### config.mk
export PLATFORM = sky130hd
export DESIGN_NAME = motion_sensor_tracker_unit_flat
export DESIGN_NICKNAME = d
export VERILOG_FILES = /design/src/design/msr_pkg.sv /design/src/design/msr_if.sv /design/src/design/msr_csr.sv /design/src/design/msr_burst.sv /design/src/design/msr_core.sv /design/src/design/motion_sensor_tracker_unit.sv /design/src/flat_wrapper.sv
export SDC_FILE = /design/constraint.sdc
export NUM_CORES = 2
export LEC_CHECK = 0
export BUFFER_PORTS_ARGS = -buffer_cell sky130_fd_sc_hd__buf_2
export CORE_UTILIZATION = 65
export CTS_CLUSTER_DIAMETER = 60
export DETAILED_ROUTE_END_ITERATION = 8
export MAX_ROUTING_LAYER = met4
export PLACE_DENSITY = 0.94
export SKIP_LAST_GASP = 1
export SLEW_MARGIN = 20
export SYNTH_ARGS = -nofsm -noshare
export SYNTH_HDL_FRONTEND = slang
export SYNTH_SLANG_ARGS = --single-unit
### constraint.sdc
create_clock -name clock -period 9.44 [get_ports clock]
set_input_delay 0.944 -clock clock [delete_from_list [all_inputs] [get_ports clock]]
set_output_delay 0.944 -clock clock [all_outputs]
set_load 0.05 [all_outputs]
### src/design/msr_pkg.sv
// Shared constants, codes and item types of the motion sensor tracker.
`default_nettype none
package msr_pkg;

   localparam int EDGE_SLOTS = 5;
   localparam int SLOT_W = (EDGE_SLOTS > 1) ? $clog2(EDGE_SLOTS) : 1;
   localparam logic [SLOT_W-1:0] SLOT_LAST = SLOT_W'(EDGE_SLOTS - 1);

   localparam logic [31:0] HOLD_TIME_RST    = 32'd5000;
   localparam logic [31:0] BURST_WINDOW_RST = 32'd20000;

   localparam int CSR_IDX_W = 2;

   typedef enum logic [CSR_IDX_W-1:0] {
      REG_HOLD_TIME    = 2'd0,
      REG_BURST_WINDOW = 2'd1
   } reg_idx_type;

   typedef enum logic [1:0] {
      CMD_TICK  = 2'd0,
      CMD_HOLD  = 2'd1,
      CMD_PULSE = 2'd2,
      CMD_TAKE  = 2'd3
   } cmd_type;

   typedef struct packed {
      logic [1:0]  cmd;
      logic [31:0] now_ms;
      logic        raw_level;
      logic [31:0] arg_ms;
   } msr_req_type;

   typedef struct packed {
      logic        motion_level;
      logic        hold_active;
      logic [31:0] hold_left_ms;
      logic [31:0] current_high_ms;
      logic [31:0] total_high_ms;
      logic [7:0]  event_count;
      logic        unusual_now;
      logic        unusual_taken;
      logic        simulating;
   } msr_rsp_type;

   typedef struct packed {
      logic [31:0] hold_time_ms;
      logic [31:0] burst_window_ms;
   } msr_cfg_type;

endpackage
`default_nettype wire

### src/design/msr_if.sv
// Handshake channels of the motion sensor tracker: request, response and register write.
`default_nettype none
interface msr_req_if;
   logic        valid;
   logic        ready;
   logic [1:0]  cmd;
   logic [31:0] now_ms;
   logic        raw_level;
   logic [31:0] arg_ms;
   modport source (output valid, output cmd, output now_ms, output raw_level,
                   output arg_ms, input ready);
   modport sink (input valid, input cmd, input now_ms, input raw_level,
                 input arg_ms, output ready);
endinterface

interface msr_rsp_if;
   logic        valid;
   logic        ready;
   logic        motion_level;
   logic        hold_active;
   logic [31:0] hold_left_ms;
   logic [31:0] current_high_ms;
   logic [31:0] total_high_ms;
   logic [7:0]  event_count;
   logic        unusual_now;
   logic        unusual_taken;
   logic        simulating;
   modport source (output valid, output motion_level, output hold_active,
                   output hold_left_ms, output current_high_ms, output total_high_ms,
                   output event_count, output unusual_now, output unusual_taken,
                   output simulating, input ready);
   modport sink (input valid, input motion_level, input hold_active,
                 input hold_left_ms, input current_high_ms, input total_high_ms,
                 input event_count, input unusual_now, input unusual_taken,
                 input simulating, output ready);
endinterface

interface msr_csr_if;
   logic        valid;
   logic        ready;
   logic [1:0]  index;
   logic [31:0] data;
   modport source (output valid, output index, output data, input ready);
   modport sink (input valid, input index, input data, output ready);
endinterface
`default_nettype wire

### src/design/msr_csr.sv
// Configuration registers: hold time and burst window.
`default_nettype none
module msr_csr (
   input  wire logic           clock,
   input  wire logic           reset,
   msr_csr_if.sink             csr_ch,
   output msr_pkg::msr_cfg_type cfg
);
   import msr_pkg::*;

   msr_cfg_type cfg_ff, cfg_in;

   assign csr_ch.ready = 1'b1;

   always_comb begin
      cfg_in = cfg_ff;
      if (csr_ch.valid) begin
         case (reg_idx_type'(csr_ch.index))
            REG_HOLD_TIME:    cfg_in.hold_time_ms    = csr_ch.data;
            REG_BURST_WINDOW: cfg_in.burst_window_ms = csr_ch.data;
            default:          cfg_in = cfg_ff;
         endcase
      end
   end

   always_ff @(posedge clock) begin
      if (reset) begin
         cfg_ff.hold_time_ms    <= HOLD_TIME_RST;
         cfg_ff.burst_window_ms <= BURST_WINDOW_RST;
      end else begin
         cfg_ff <= cfg_in;
      end
   end

   assign cfg = cfg_ff;

endmodule
`default_nettype wire

### src/design/msr_burst.sv
// Burst detector: parallel age compares of every edge stamp against the window.
`default_nettype none
module msr_burst (
   input  wire logic [31:0]                 now_ms,
   input  wire logic [31:0]                 window_ms,
   input  wire logic [31:0]                 stamps [msr_pkg::EDGE_SLOTS],
   input  wire logic                        wr_en,
   input  wire logic [msr_pkg::SLOT_W-1:0]  wr_slot,
   output logic                             all_recent
);
   import msr_pkg::*;

   logic [EDGE_SLOTS-1:0] recent;

   for (genvar i = 0; i < EDGE_SLOTS; i++) begin : g_slot
      // a slot written this step holds now_ms, so its age is zero
      assign recent[i] = (wr_en && (wr_slot == SLOT_W'(i)))
                         || ((now_ms - stamps[i]) <= window_ms);
   end

   assign all_recent = &recent;

endmodule
`default_nettype wire

### src/design/msr_core.sv
// Tracker state and the single-pass next-state and result logic.
`default_nettype none
module msr_core (
   input  wire logic                 clock,
   input  wire logic                 reset,
   input  wire logic                 fire,
   input  wire msr_pkg::msr_req_type req,
   input  wire msr_pkg::msr_cfg_type cfg,
   output msr_pkg::msr_rsp_type      rsp
);
   import msr_pkg::*;

   logic              level_ff, level_in;
   logic [31:0]       stamps_ff [EDGE_SLOTS];
   logic [31:0]       stamps_in [EDGE_SLOTS];
   logic [SLOT_W-1:0] slot_ff, slot_in;
   logic [31:0]       hold_dl_ff, hold_dl_in;
   logic [31:0]       start_ff, start_in;
   logic [31:0]       total_ff, total_in;
   logic [7:0]        events_ff, events_in;
   logic              sim_ff, sim_in;
   logic [31:0]       sim_dl_ff, sim_dl_in;
   logic              flag_ff, flag_in;
   logic              taken;
   logic              stamp_wr;
   logic              all_recent;

   msr_burst u_burst (
      .now_ms     (req.now_ms),
      .window_ms  (cfg.burst_window_ms),
      .stamps     (stamps_ff),
      .wr_en      (stamp_wr),
      .wr_slot    (slot_ff),
      .all_recent (all_recent)
   );

   always_comb begin
      level_in  = level_ff;
      stamps_in = stamps_ff;
      slot_in   = slot_ff;
      hold_dl_in = hold_dl_ff;
      start_in  = start_ff;
      total_in  = total_ff;
      events_in = events_ff;
      sim_in    = sim_ff;
      sim_dl_in = sim_dl_ff;
      flag_in   = flag_ff;
      taken     = 1'b0;
      stamp_wr  = 1'b0;
      case (cmd_type'(req.cmd))
         CMD_TICK: begin
            // end an expired pulse, then take the effective level
            sim_in   = sim_ff && (req.now_ms < sim_dl_ff);
            level_in = sim_in || req.raw_level;
            if (level_in && !level_ff) begin
               stamp_wr           = 1'b1;
               stamps_in[slot_ff] = req.now_ms;
               slot_in    = (slot_ff == SLOT_LAST) ? '0 : slot_ff + SLOT_W'(1);
               events_in  = events_ff + 8'd1;
               start_in   = req.now_ms;
               hold_dl_in = req.now_ms + cfg.hold_time_ms;
            end else if (!level_in && level_ff && (start_ff != 32'd0)) begin
               total_in = total_ff + (req.now_ms - start_ff);
               start_in = '0;
            end
            flag_in = all_recent;
         end
         CMD_HOLD: begin
            hold_dl_in = req.now_ms + req.arg_ms;
         end
         CMD_PULSE: begin
            sim_in     = 1'b1;
            sim_dl_in  = req.now_ms + req.arg_ms;
            events_in  = events_ff + 8'd1;
            start_in   = req.now_ms;
            hold_dl_in = req.now_ms + cfg.hold_time_ms;
         end
         CMD_TAKE: begin
            taken   = flag_ff;
            flag_in = 1'b0;
         end
         default: begin
            flag_in = flag_ff;
         end
      endcase

      rsp.motion_level    = level_in;
      rsp.hold_active     = req.now_ms < hold_dl_in;
      rsp.hold_left_ms    = rsp.hold_active ? (hold_dl_in - req.now_ms) : '0;
      rsp.current_high_ms = (level_in && (start_in != 32'd0)) ? (req.now_ms - start_in) : '0;
      rsp.total_high_ms   = total_in;
      rsp.event_count     = events_in;
      rsp.unusual_now     = flag_in;
      rsp.unusual_taken   = taken;
      rsp.simulating      = sim_in;
   end

   always_ff @(posedge clock) begin
      if (reset) begin
         level_ff   <= 1'b0;
         for (int i = 0; i < EDGE_SLOTS; i++) begin
            stamps_ff[i] <= '0;
         end
         slot_ff    <= '0;
         hold_dl_ff <= '0;
         start_ff   <= '0;
         total_ff   <= '0;
         events_ff  <= '0;
         sim_ff     <= 1'b0;
         sim_dl_ff  <= '0;
         flag_ff    <= 1'b0;
      end else if (fire) begin
         level_ff   <= level_in;
         stamps_ff  <= stamps_in;
         slot_ff    <= slot_in;
         hold_dl_ff <= hold_dl_in;
         start_ff   <= start_in;
         total_ff   <= total_in;
         events_ff  <= events_in;
         sim_ff     <= sim_in;
         sim_dl_ff  <= sim_dl_in;
         flag_ff    <= flag_in;
      end
   end

endmodule
`default_nettype wire

### src/design/motion_sensor_tracker_unit.sv
// Top level of the motion sensor tracker: request register, tracker core, response register.
// The tracker takes one command item per clock cycle while responses are taken, and
// returns exactly one response item for each: the request lands in an input register,
// the tracker core then updates its state and loads the response register once that
// register is free, and the response waits in its register until taken. Throughput is
// one item per cycle while responses are taken, set by the single state update stage;
// a stalled response holds back new requests only once the input register is also full.
// Register writes take effect in the cycle after the write and are accepted at any time.
`default_nettype none
module motion_sensor_tracker_unit (
   input  wire logic clock,
   input  wire logic reset,
   msr_req_if.sink   req_ch,
   msr_rsp_if.source rsp_ch,
   msr_csr_if.sink   csr_ch
);
   import msr_pkg::*;

   logic        in_valid_ff, in_valid_in;
   msr_req_type in_req_ff, in_req_in;
   logic        out_valid_ff, out_valid_in;
   msr_rsp_type out_rsp_ff, out_rsp_in;
   msr_rsp_type core_rsp;
   msr_cfg_type cfg;
   logic        advance;
   logic        fire;

   msr_csr u_csr (
      .clock  (clock),
      .reset  (reset),
      .csr_ch (csr_ch),
      .cfg    (cfg)
   );

   msr_core u_core (
      .clock (clock),
      .reset (reset),
      .fire  (fire),
      .req   (in_req_ff),
      .cfg   (cfg),
      .rsp   (core_rsp)
   );

   assign advance      = !out_valid_ff || rsp_ch.ready;
   assign fire         = in_valid_ff && advance;
   assign req_ch.ready = !in_valid_ff || advance;

   always_comb begin
      in_valid_in  = req_ch.ready ? req_ch.valid : in_valid_ff;
      in_req_in    = in_req_ff;
      if (req_ch.valid && req_ch.ready) begin
         in_req_in.cmd       = req_ch.cmd;
         in_req_in.now_ms    = req_ch.now_ms;
         in_req_in.raw_level = req_ch.raw_level;
         in_req_in.arg_ms    = req_ch.arg_ms;
      end
      // hold the response while the sink stalls
      out_valid_in = advance ? in_valid_ff : out_valid_ff;
      out_rsp_in   = fire ? core_rsp : out_rsp_ff;
   end

   always_ff @(posedge clock) begin
      if (reset) begin
         in_valid_ff  <= 1'b0;
         out_valid_ff <= 1'b0;
      end else begin
         in_valid_ff  <= in_valid_in;
         out_valid_ff <= out_valid_in;
      end
      in_req_ff  <= in_req_in;
      out_rsp_ff <= out_rsp_in;
   end

   assign rsp_ch.valid           = out_valid_ff;
   assign rsp_ch.motion_level    = out_rsp_ff.motion_level;
   assign rsp_ch.hold_active     = out_rsp_ff.hold_active;
   assign rsp_ch.hold_left_ms    = out_rsp_ff.hold_left_ms;
   assign rsp_ch.current_high_ms = out_rsp_ff.current_high_ms;
   assign rsp_ch.total_high_ms   = out_rsp_ff.total_high_ms;
   assign rsp_ch.event_count     = out_rsp_ff.event_count;
   assign rsp_ch.unusual_now     = out_rsp_ff.unusual_now;
   assign rsp_ch.unusual_taken   = out_rsp_ff.unusual_taken;
   assign rsp_ch.simulating      = out_rsp_ff.simulating;

endmodule
`default_nettype wire

### src/flat_wrapper.sv
// flat-port wrapper written by rule: the top's interface ports become plain ports
module motion_sensor_tracker_unit_flat import msr_pkg::*;
  (clock, reset, req_ch_valid, req_ch_cmd, req_ch_now_ms, req_ch_raw_level, req_ch_arg_ms, req_ch_ready, rsp_ch_valid, rsp_ch_motion_level, rsp_ch_hold_active, rsp_ch_hold_left_ms, rsp_ch_current_high_ms, rsp_ch_total_high_ms, rsp_ch_event_count, rsp_ch_unusual_now, rsp_ch_unusual_taken, rsp_ch_simulating, rsp_ch_ready, csr_ch_valid, csr_ch_index, csr_ch_data, csr_ch_ready);
  msr_req_if req_ch_i ();
  msr_rsp_if rsp_ch_i ();
  msr_csr_if csr_ch_i ();
  input  wire logic clock;
  input  wire logic reset;
  input wire logic [$bits(req_ch_i.valid)-1:0] req_ch_valid;
  input wire logic [$bits(req_ch_i.cmd)-1:0] req_ch_cmd;
  input wire logic [$bits(req_ch_i.now_ms)-1:0] req_ch_now_ms;
  input wire logic [$bits(req_ch_i.raw_level)-1:0] req_ch_raw_level;
  input wire logic [$bits(req_ch_i.arg_ms)-1:0] req_ch_arg_ms;
  output wire logic [$bits(req_ch_i.ready)-1:0] req_ch_ready;
  output wire logic [$bits(rsp_ch_i.valid)-1:0] rsp_ch_valid;
  output wire logic [$bits(rsp_ch_i.motion_level)-1:0] rsp_ch_motion_level;
  output wire logic [$bits(rsp_ch_i.hold_active)-1:0] rsp_ch_hold_active;
  output wire logic [$bits(rsp_ch_i.hold_left_ms)-1:0] rsp_ch_hold_left_ms;
  output wire logic [$bits(rsp_ch_i.current_high_ms)-1:0] rsp_ch_current_high_ms;
  output wire logic [$bits(rsp_ch_i.total_high_ms)-1:0] rsp_ch_total_high_ms;
  output wire logic [$bits(rsp_ch_i.event_count)-1:0] rsp_ch_event_count;
  output wire logic [$bits(rsp_ch_i.unusual_now)-1:0] rsp_ch_unusual_now;
  output wire logic [$bits(rsp_ch_i.unusual_taken)-1:0] rsp_ch_unusual_taken;
  output wire logic [$bits(rsp_ch_i.simulating)-1:0] rsp_ch_simulating;
  input wire logic [$bits(rsp_ch_i.ready)-1:0] rsp_ch_ready;
  input wire logic [$bits(csr_ch_i.valid)-1:0] csr_ch_valid;
  input wire logic [$bits(csr_ch_i.index)-1:0] csr_ch_index;
  input wire logic [$bits(csr_ch_i.data)-1:0] csr_ch_data;
  output wire logic [$bits(csr_ch_i.ready)-1:0] csr_ch_ready;
  assign req_ch_i.valid = req_ch_valid;
  assign req_ch_i.cmd = req_ch_cmd;
  assign req_ch_i.now_ms = req_ch_now_ms;
  assign req_ch_i.raw_level = req_ch_raw_level;
  assign req_ch_i.arg_ms = req_ch_arg_ms;
  assign req_ch_ready = req_ch_i.ready;
  assign rsp_ch_valid = rsp_ch_i.valid;
  assign rsp_ch_motion_level = rsp_ch_i.motion_level;
  assign rsp_ch_hold_active = rsp_ch_i.hold_active;
  assign rsp_ch_hold_left_ms = rsp_ch_i.hold_left_ms;
  assign rsp_ch_current_high_ms = rsp_ch_i.current_high_ms;
  assign rsp_ch_total_high_ms = rsp_ch_i.total_high_ms;
  assign rsp_ch_event_count = rsp_ch_i.event_count;
  assign rsp_ch_unusual_now = rsp_ch_i.unusual_now;
  assign rsp_ch_unusual_taken = rsp_ch_i.unusual_taken;
  assign rsp_ch_simulating = rsp_ch_i.simulating;
  assign rsp_ch_i.ready = rsp_ch_ready;
  assign csr_ch_i.valid = csr_ch_valid;
  assign csr_ch_i.index = csr_ch_index;
  assign csr_ch_i.data = csr_ch_data;
  assign csr_ch_ready = csr_ch_i.ready;
  motion_sensor_tracker_unit u_core (.clock(clock), .reset(reset), .req_ch(req_ch_i), .rsp_ch(rsp_ch_i), .csr_ch(csr_ch_i));
endmodule
==> reports/metrics.yaml <==
synth:
  synth_area_leader_cell: "dfxtp_1"
  syn_inst: 4924
  async_flop_share_pct: 0
  synth_most_common_cell: "nor2_1"
  synth_seq_area_share_pct: 31.2
  syn_nets: 5584
  synth.avg_cell_area_um2: 8.22
  ys_ff_latch: 544
  syn_area_mm2: 0.0405
  synth-main-ff-cell: "dfxtp_1"
  yosys.area.top_type_share_pct: 18.2
  ys_top_cells_by_area: "dfxtp_1, ha_1, edfxtp_1"
  synth-edff-count: 176
  yosysWarningCount: 0
  synthTopCellsByCount: "nor2_1, a21oi_1, ha_1"
  synth_cell_types: 101
worst_setup_path:
  worstSetupEndpoint: "u_core.rsp_ch.hold_left_ms[23]"
  cp_top_family: "compound AO/OA/AOI/OAI gates"
  max_stage_delay_ps: 900
  critPathBufInv: 3
  crit_fanout: 32
  crit_chain: "ha_1 -> and3_1 -> o211ai_1 -> o31a_1 -> o2111ai_2 -> a311oi_4 -> nor3_2 -> nor2_1 -> a222oi_1 -> inv_1 -> ha_1 -> a21oi_1 -> o21a_1 -> o21ai_0 -> a21oi_1 -> o21bai_1 -> or4_1 -> and2_1 -> a221o_1 -> o41ai_2 -> buf_4 -> inv_1 -> o311a_1"
  r2r_slack_ps: 2040
  arrival_ps: 7770
  timing.rr.end: "u_core.rsp_ch.hold_left_ms[23]"
  r2r.worst_path.cells: 23
  cp_slowest_cell: "nor3_2"
  crit_path_start: "u_core.in_req_ff[40]"
  critPathKind: "reg2reg"
  worst-path-stages: 23
  reg2reg_from: "u_core.in_req_ff[40]"
  worst_ep_required_time_ps: 9810
  start_kind: "flip-flop"
  cp-end-kind: "flip-flop"
cells_and_area:
  multi_input_area_mm2: 0.0257
  final_nets: 5777
  regArea_mm2: 0.0127
  fillers: 4595
  drive_above_1_share_pct: 8.74
  area_growth_pct: 10.8
  finish.instance_area_mm2: 0.0448
clock_tree:
  htreeDepth: 3
  cts_tree: "done"
  clock_sinks: 544
  clk_pin_slew_ps: 60
  cts_resized: 0
  cts_made_buffers: 67
  clock_latency_ps: 620
  postCtsHoldBufs: 0
  post_cts_buffers: 0
  cts.path.max_buffers: 3
  clock-root-buffer: "clkbuf_16"
sta:
  setup_tns_ps: 0
  max_freq_ghz: 0.135
  fin_skew_ps: 17.8
  fin_crit_ps: 7400
  drv_slew: 0
  fin_crit_sh_pct: 78.4
  hold_viol: 0
  rsz0062_at_grt: "no"
  worst_pin_slew_ps: 1260
  setup-violations-final: 0
  max_slew_margin_pct: 15.4
status:
  outcome: "complete, no violations"
grt:
  grt_pass1_wl_um: 211000
  grt_start_max_net_pins: 176
  grt.overflow.total: 0
  antenna_found_initial: 6
  grt_use_total_pct: 45.0
  grt_pass1_vias: 36700
place:
  gp_congestion: 1.07
  port_buffers: 216
  placed_area_mm2: 0.0425
  dpl.hpwl_um: 103000
floorplanning:
  die-area_mm2: 0.0633
  start_util_pct: 65.7
  die_w_um: 252
  ios: 218
  core_mm2: 0.0616
  die_h_um: 252
  num_rows: 91
route:
  routedWlPerCell_um: 23.5
  route.detailed.drc: 0
  firstDrtPassIters: 6
  ant_nets: 0
  viasPerCell: 6.54
  postRouteWirelength_um: 142000
  dr_total_vias: 39300
  drtIter0Drc: 5062
run:
  drv_cap: 0
power_and_ir_drop:
  powerDensity_mw_per_mm2: 165
  ir_worst_vdd_uv: 196
  leakage_nw: 18.9
min_path:
  hold_path.class: "reg2reg"
-- tightest hold or removal path, cell delays in order (launching register included) --
cell	delay, ps
dfxtp_1	310
nand2_1	50
a21oi_1	50
-- cells by family after synthesis --
kind of cell	synth area share [%]
xor+xnor	5.69
flops	31.2
compound gates	22.4
buf+inv	5.50
mux	0.179
fa+ha+maj	17.9
simple gates	17.1
other cells	0.00926
-- how the worst min path moves through the flow --
stage,from,endpoint,slack (ps),cells past startpoint
2_1_floorplan,u_core.u_core.sim_dl_ff[24],u_core.u_core.sim_dl_ff[24],430,2
5_1_grt,u_core.u_csr.cfg[28],u_core.u_csr.cfg[28],470,2
4_1_cts,u_core.u_csr.cfg[28],u_core.u_csr.cfg[28],450,2
3_5_place_dp,u_core.u_csr.cfg[28],u_core.u_csr.cfg[28],450,2
3_3_place_gp,u_core.u_core.total_ff[24],u_core.u_core.total_ff[24],440,2
6_report,u_core.u_core.sim_dl_ff[10],u_core.u_core.sim_dl_ff[10],450,2
-- power by group --
part           internal [mW]  total [mW]  switching, mW
registers               2.51        2.58         0.0682
logic                  0.757        2.09           1.33
clock network           1.63        2.75           1.12
total                   4.90        7.42           2.52
-- per-stage QoR --
step	setup slack [ps]	instances	power (mW)	util [%]	hold slack, ps
floorplan	3670	4924	4.06	-	432
global placement	2290	5885	4.57	69.0	442
detailed placement	2240	5885	4.62	69.0	447
CTS	2160	6006	7.35	72.8	455
global route	1650	6012	7.67	72.8	470
finish	2040	6012	7.42	72.8	454
-- layout make-up --
class,instances,area share (%)
Tap cell,837,2.34
Antenna cell,6,0.0335
Timing Repair Buffer,272,3.40
Clock inverter,39,0.982
Sequential cell,544,28.2
Inverter,432,3.63
Clock buffer,82,4.19
Multi-Input combinational cell,3800,57.2
-- per-layer routing --
metal  global-route usage [%]  wire length [µm]  vias to the layer above
met3                     9.22             16900                      546
met1                     57.7             55400                    18400
met4                     28.9             10600                        0
li1                         -                 -                    17800
met5                        -                 0                        -
met2                     64.5             58700                     2488
-- state kept, by name (all words and copies together) (netlist names), 3 cells and up --
name and cells:
u_core.u_core.start_ff 32, u_core.u_csr.cfg 64, u_core.rsp_ch.current_high_ms 32, u_core.in_req_ff 67
u_core.rsp_ch.hold_left_ms 32, u_core.u_core.hold_dl_ff 32, u_core.u_core.sim_dl_ff 32, u_core.u_core.stamps_ff 160
u_core.u_core.total_ff 32, u_core.u_core.slot_ff 3, u_core.u_core.events_ff 8, u_core.rsp_ch.event_count 8
u_core.rsp_ch.total_high_ms 32
-- layout by cell type (no fill, tap or decap), types with 77 or more instances in the layout --
cell,instances
nor2_1,669
a21oi_1,546
ha_1,514
nand2_1,442
inv_1,427
dfxtp_1,368
buf_2,215
o21ai_0,208
xnor2_1,186
a21o_1,179
edfxtp_1,176
a211oi_1,83
a22oi_1,81
xor2_1,77
No activity file was read; power rests on OpenSTA's default activity.
